## src/design/assert_macros.svh

```systemverilog
// assertion macros included by the top level of the rational unit
// no dependencies; expects i_clk and i_rst_n in the including scope
`ifndef ASSERT_MACROS_SVH
`define ASSERT_MACROS_SVH

// same-cycle implication
`define AST_IMP(label, ante, cons) \
    label: assert property (@(posedge i_clk) disable iff (!i_rst_n) (ante) |-> (cons)) \
        else $error("assertion failed");

// next-cycle implication
`define AST_NXT(label, ante, cons) \
    label: assert property (@(posedge i_clk) disable iff (!i_rst_n) (ante) |=> (cons)) \
        else $error("assertion failed");

`endif

```

## src/design/rau_pkg.sv

```systemverilog
// shared codes and controller/datapath signal groups of the rational unit
// no dependencies
package rau_pkg;

    // operation codes
    localparam logic [3:0] K_NORM = 4'd0;
    localparam logic [3:0] K_ADD  = 4'd1;
    localparam logic [3:0] K_SUB  = 4'd2;
    localparam logic [3:0] K_MUL  = 4'd3;
    localparam logic [3:0] K_DIV  = 4'd4;
    localparam logic [3:0] K_ABS  = 4'd5;
    localparam logic [3:0] K_OPP  = 4'd6;
    localparam logic [3:0] K_NEGV = 4'd7;
    localparam logic [3:0] K_REC  = 4'd8;

    // status codes
    localparam logic [1:0] ST_OK   = 2'd0;
    localparam logic [1:0] ST_ZDIV = 2'd1;
    localparam logic [1:0] ST_OVF  = 2'd2;

    // multiplier pass select
    localparam logic [1:0] MS_T1  = 2'd0;
    localparam logic [1:0] MS_T2  = 2'd1;
    localparam logic [1:0] MS_DEN = 2'd2;

    typedef struct packed {
        logic       capture;
        logic       mul_en;
        logic [1:0] mul_sel;
        logic       combine;
        logic       gcd_init;
        logic       gcd_two;
        logic       gcd_step;
        logic       g_shift;
        logic       div_load;
        logic       div_den;
        logic       div_step;
        logic       save_den;
        logic       finish;
    } t_cmd;

    typedef struct packed {
        logic err;
        logic num_zero;
        logic both_even;
        logic x_zero;
        logic div_last;
        logic out_free;
    } t_stat;

endpackage

```

## src/design/rau_ctrl.sv

```systemverilog
// sequencer of the rational unit: steps the datapath through one item
// depends on rau_pkg
module rau_ctrl import rau_pkg::*; (
    input  logic  i_clk,
    input  logic  i_rst_n,
    input  logic  i_in_valid,
    output logic  o_in_ready,
    input  t_stat i_stat,
    output t_cmd  o_cmd
);

    localparam logic [3:0] S_IDLE   = 4'd0;
    localparam logic [3:0] S_MUL0   = 4'd1;
    localparam logic [3:0] S_MUL1   = 4'd2;
    localparam logic [3:0] S_MUL2   = 4'd3;
    localparam logic [3:0] S_COMB   = 4'd4;
    localparam logic [3:0] S_DECIDE = 4'd5;
    localparam logic [3:0] S_GTWO   = 4'd6;
    localparam logic [3:0] S_GLOOP  = 4'd7;
    localparam logic [3:0] S_DNLD   = 4'd8;
    localparam logic [3:0] S_DN     = 4'd9;
    localparam logic [3:0] S_DDLD   = 4'd10;
    localparam logic [3:0] S_DD     = 4'd11;
    localparam logic [3:0] S_SAVE   = 4'd12;
    localparam logic [3:0] S_FIN    = 4'd13;

    logic [3:0] r_state, n_state;

    always_comb begin
        n_state    = r_state;
        o_cmd      = '0;
        o_in_ready = 1'b0;
        case (r_state)
            S_IDLE: begin
                o_in_ready    = 1'b1;
                o_cmd.capture = i_in_valid;
                if (i_in_valid) n_state = S_MUL0;
            end
            S_MUL0: begin
                o_cmd.mul_en  = 1'b1;
                o_cmd.mul_sel = MS_T1;
                n_state       = S_MUL1;
            end
            S_MUL1: begin
                o_cmd.mul_en  = 1'b1;
                o_cmd.mul_sel = MS_T2;
                n_state       = S_MUL2;
            end
            S_MUL2: begin
                o_cmd.mul_en  = 1'b1;
                o_cmd.mul_sel = MS_DEN;
                n_state       = S_COMB;
            end
            S_COMB: begin
                o_cmd.combine = 1'b1;
                n_state       = S_DECIDE;
            end
            S_DECIDE: begin
                if (i_stat.err || i_stat.num_zero) begin
                    n_state = S_FIN;
                end else begin
                    o_cmd.gcd_init = 1'b1;
                    n_state        = S_GTWO;
                end
            end
            S_GTWO: begin
                if (i_stat.both_even) o_cmd.gcd_two = 1'b1;
                else                  n_state       = S_GLOOP;
            end
            S_GLOOP: begin
                if (i_stat.x_zero) begin
                    o_cmd.g_shift = 1'b1;
                    n_state       = S_DNLD;
                end else begin
                    o_cmd.gcd_step = 1'b1;
                end
            end
            S_DNLD: begin
                o_cmd.div_load = 1'b1;
                n_state        = S_DN;
            end
            S_DN: begin
                o_cmd.div_step = 1'b1;
                if (i_stat.div_last) n_state = S_DDLD;
            end
            S_DDLD: begin
                o_cmd.div_load = 1'b1;
                o_cmd.div_den  = 1'b1;
                n_state        = S_DD;
            end
            S_DD: begin
                o_cmd.div_step = 1'b1;
                if (i_stat.div_last) n_state = S_SAVE;
            end
            S_SAVE: begin
                o_cmd.save_den = 1'b1;
                n_state        = S_FIN;
            end
            S_FIN: begin
                if (i_stat.out_free) begin
                    o_cmd.finish = 1'b1;
                    n_state      = S_IDLE;
                end
            end
            default: n_state = S_IDLE;
        endcase
    end

    always_ff @(posedge i_clk) begin
        if (!i_rst_n) begin
            r_state <= S_IDLE;
        end else begin
            r_state <= n_state;
        end
    end

endmodule

```

## config.mk

```make
export PLATFORM = sky130hd
export DESIGN_NAME = rau_ctrl
export DESIGN_NICKNAME = d
export VERILOG_FILES = /design/src/design/assert_macros.svh /design/src/design/rau_pkg.sv /design/src/design/rau_ctrl.sv
export SDC_FILE = /design/constraint.sdc
export NUM_CORES = 1
export LEC_CHECK = 0
export BUFFER_PORTS_ARGS = -buffer_cell sky130_fd_sc_hd__buf_2
export CORE_AREA = 2 2 39 41
export DETAILED_ROUTE_END_ITERATION = 12
export DIE_AREA = 0 0 41 43
export PLACE_DENSITY_LB_ADDON = 0.25
export SLEW_MARGIN = 20
export SYNTH_ARGS = -nofsm -noshare
export SYNTH_HDL_FRONTEND = slang
export SYNTH_SLANG_ARGS = --single-unit
```

## constraint.sdc

```tcl
create_clock -name i_clk -period 1.4 [get_ports i_clk]
set_input_delay 0.28 -clock i_clk [delete_from_list [all_inputs] [get_ports i_clk]]
set_output_delay 0.28 -clock i_clk [all_outputs]
set_load 0.05 [all_outputs]
```

==> results.toml <==
[grt]
grt_use_total = 0.214
grt_max_degree = 10
busiest_layer = "met2"
grt_pass1_vias = 611
grt_remaining_overflow = 0
grt_pass1_wl_mm = 2.55
grt_use_met2 = 0.378
grt_use_met1 = 0.238
antenna_found_initial = 0
met3_usage = 0.0314

[floorplan]
coreArea_um2 = 1380
ioPinCount = 24
die-area_um2 = 1760
die_h_um = 43
initial_core_util = 0.318
die-width_um = 41
rows = 14

[synthesis]
avgSynthCellArea_um2 = 6.67
ys_seq_area_frac = 0.182
synth.distinct_cells = 33
syn_area_um2 = 440
postSynthCellCount = 66
ys_warn_count = 0
syn_nets = 75
ys_async_sr_fraction = 0
synth-edff-count = 0
synth_flop_cell = "dfxtp_1"
synth_seq_cells = 4

[critical_path]
cp_data_required_time_ns = 1.12
cp-startpoint = "r_state[2]$_SDFFE_PN0P_"
r2r_start = "r_state[0]$_SDFFE_PN0P_"
crit_chain = "nor4_4, and2_4, buf_8"
cp_top_family = "simple AND/OR/NAND/NOR gates"
max_stage_delay_ns = 0.37
slowest_stage = "dfxtp_4"
endpoint_kind = "primary output"
crit_fanout = 7
worstReg2RegEnd = "r_state[3]$_SDFFE_PN0P_"
cp.depth = 3
cp.arrival_ns = 1.29
endpoint = "o_cmd[13]"
crit_path_start_kind = "register"
path_class = "register to primary output"
critPathBufInv = 1
reg2reg_depth = 5
regToRegSetupSlack_ns = -0.10

[power_and_ir_drop]
clkPwrFrac = 0.161
p_per_area_nw_per_um2 = 865
swShare = 0.462
p_seq_frac = 0.179
combPwrFrac = 0.661
p_leak_nw = 0.460
switching_power_uw = 440
p_int_uw = 513
irDropWorstVdd_mv = 0.680

[drt]
vias = 650
drc = 0
viasPerCell = 5.24
wl_per_cell_um = 14.0
firstDrtPassIters = 4
drt_iter0_drc = 3
ant_nets = 0
postRouteWirelength_mm = 1.74

[final_layout]
final_core_util = 0.797
syn_to_final_growth_pct = 150
drive_gt1_frac = 0.731
nNetsFinal = 118
regMostFlops = "r_state"
final_cell_area_um2 = 1100
antennaDiodeCount = 0
largest_register_ffs = 4
reg_top3 = "r_state: 4 flops"
final_cell_mix = "16 x buf_6, 16 x buf_4, 8 x buf_2, 5 x nor3_4"

[clocking]
cts_tree = "done"
hold_buffers = 0
cts_num_sinks = 4
max-clock-path-buffers = 2
root_buffer = "clkbuf_4"
clock_latency_ns = 0.24
path_clk_slew_ns = 0.04
numCtsBuffers = 3
h-tree-depth = 1

[placement]
gp_congestion = 0.745
dp_slack_ns = -0.0868
io_buffers = 23
placed_area_um2 = 830
hpwl_mm = 1.15

[timing]
rsz0062_at_grt = "yes"
finalHoldViolCount = 0
tightest_slew_ns = 0.278
final.setup_skew_ns = 0.00883
clock.fmax_mhz = 635
setup_viol = 16
min_period_ns = 1.57
slew_headroom = 0.813
slew_violations = 0
finalWorstSetupSlack_ns = -0.175
fin_crit_sh = 1.12
setup_tns_ns = -1.40

[run_status]
status = "complete, but fails checks"
failed_checks = "negative setup slack"

[min_path]
min_path_type = "primary input to register"

[job]
maxCapViolations = 0
## logic make-up after synthesis
| kind of cell | after synthesis | synth area share |
|---|---|---|
| simple gates | 35 | 0.446 |
| compound gates | 17 | 0.276 |
| flops | 4 | 0.182 |
| buf+inv | 10 | 0.0966 |
## how the worst min path moves through the flow
| stage | from | to | slack (ns) | cells after the start |
|---|---|---|---|---|
| detailed placement | i_rst_n | r_state[0]$_SDFFE_PN0P_ | 0.59 | 3 |
| floorplan | i_rst_n | r_state[2]$_SDFFE_PN0P_ | 0.41 | 2 |
| finish | i_rst_n | r_state[0]$_SDFFE_PN0P_ | 0.35 | 3 |
| global placement | i_rst_n | r_state[0]$_SDFFE_PN0P_ | 0.59 | 3 |
| global route | i_rst_n | r_state[0]$_SDFFE_PN0P_ | 0.35 | 3 |
| CTS | i_rst_n | r_state[0]$_SDFFE_PN0P_ | 0.34 | 3 |
## cell usage after synthesis (2+ instances only)
cell type  instances  area (um2)
nor2_1             5        18.8
buf_2              4        20.0
o21ai_0            3        15.0
nand2_1            6        22.5
nor3_1             6        30.0
nor2b_1            3        18.8
nor3b_1            2        15.0
nor4_1             2        12.5
dfxtp_1            4        80.1
and4_1             2        17.5
nand2b_1           2        12.5
a21oi_1            3        15.0
inv_1              4        15.0
## tightest hold or removal path, cell delays in order
cell      delay [ns]
buf_2           0.13
o21ai_1         0.10
a211oi_2        0.04
## power by group through the flow
| stage | Combinational [mW] | Sequential (mW) | Clock, mW |
|---|---|---|---|
| final | 0.630 | 0.170 | 0.153 |
| after global routing | 0.665 | 0.173 | 0.172 |
| after CTS | 0.560 | 0.173 | 0.163 |
| after detailed placement | 0.469 | 0.173 | 0 |
| after global placement | 0.461 | 0.173 | 0 |
| after floorplan | 0.393 | 0.155 | 0 |
## final cells by class
type / instances / area [um2]
fillers: 86 / 282
well taps: 16 / 20.0
inverters: 4 / 18.8
clock buffers: 4 / 26.3
repair buffers: 44 / 400
flip-flops and latches: 4 / 95.1
multi-input cells: 52 / 542
## through the flow
stage	cells	power, mW	hold slack, ns
after floorplan	66	0.548	0.411
after global placement	113	0.634	0.592
after detailed placement	113	0.642	0.594
after CTS	120	0.896	0.339
after global routing	124	1.01	0.352
final	124	0.954	0.348
## repair_timing
action                                  CTS  global route
buffers inserted                          3             4
endpoints found under the setup margin   17            18
gates resized for setup                  46             9
gates cloned                              0             0
pin swaps                                 5             4
## layer usage
metal  up-vias  part of all wire
met5         -                 0
met4         0                 0
met3         0             0.024
met2        17              0.59
met1       307              0.38
li1        326                 -
Power figures use the tool's default switching activity.
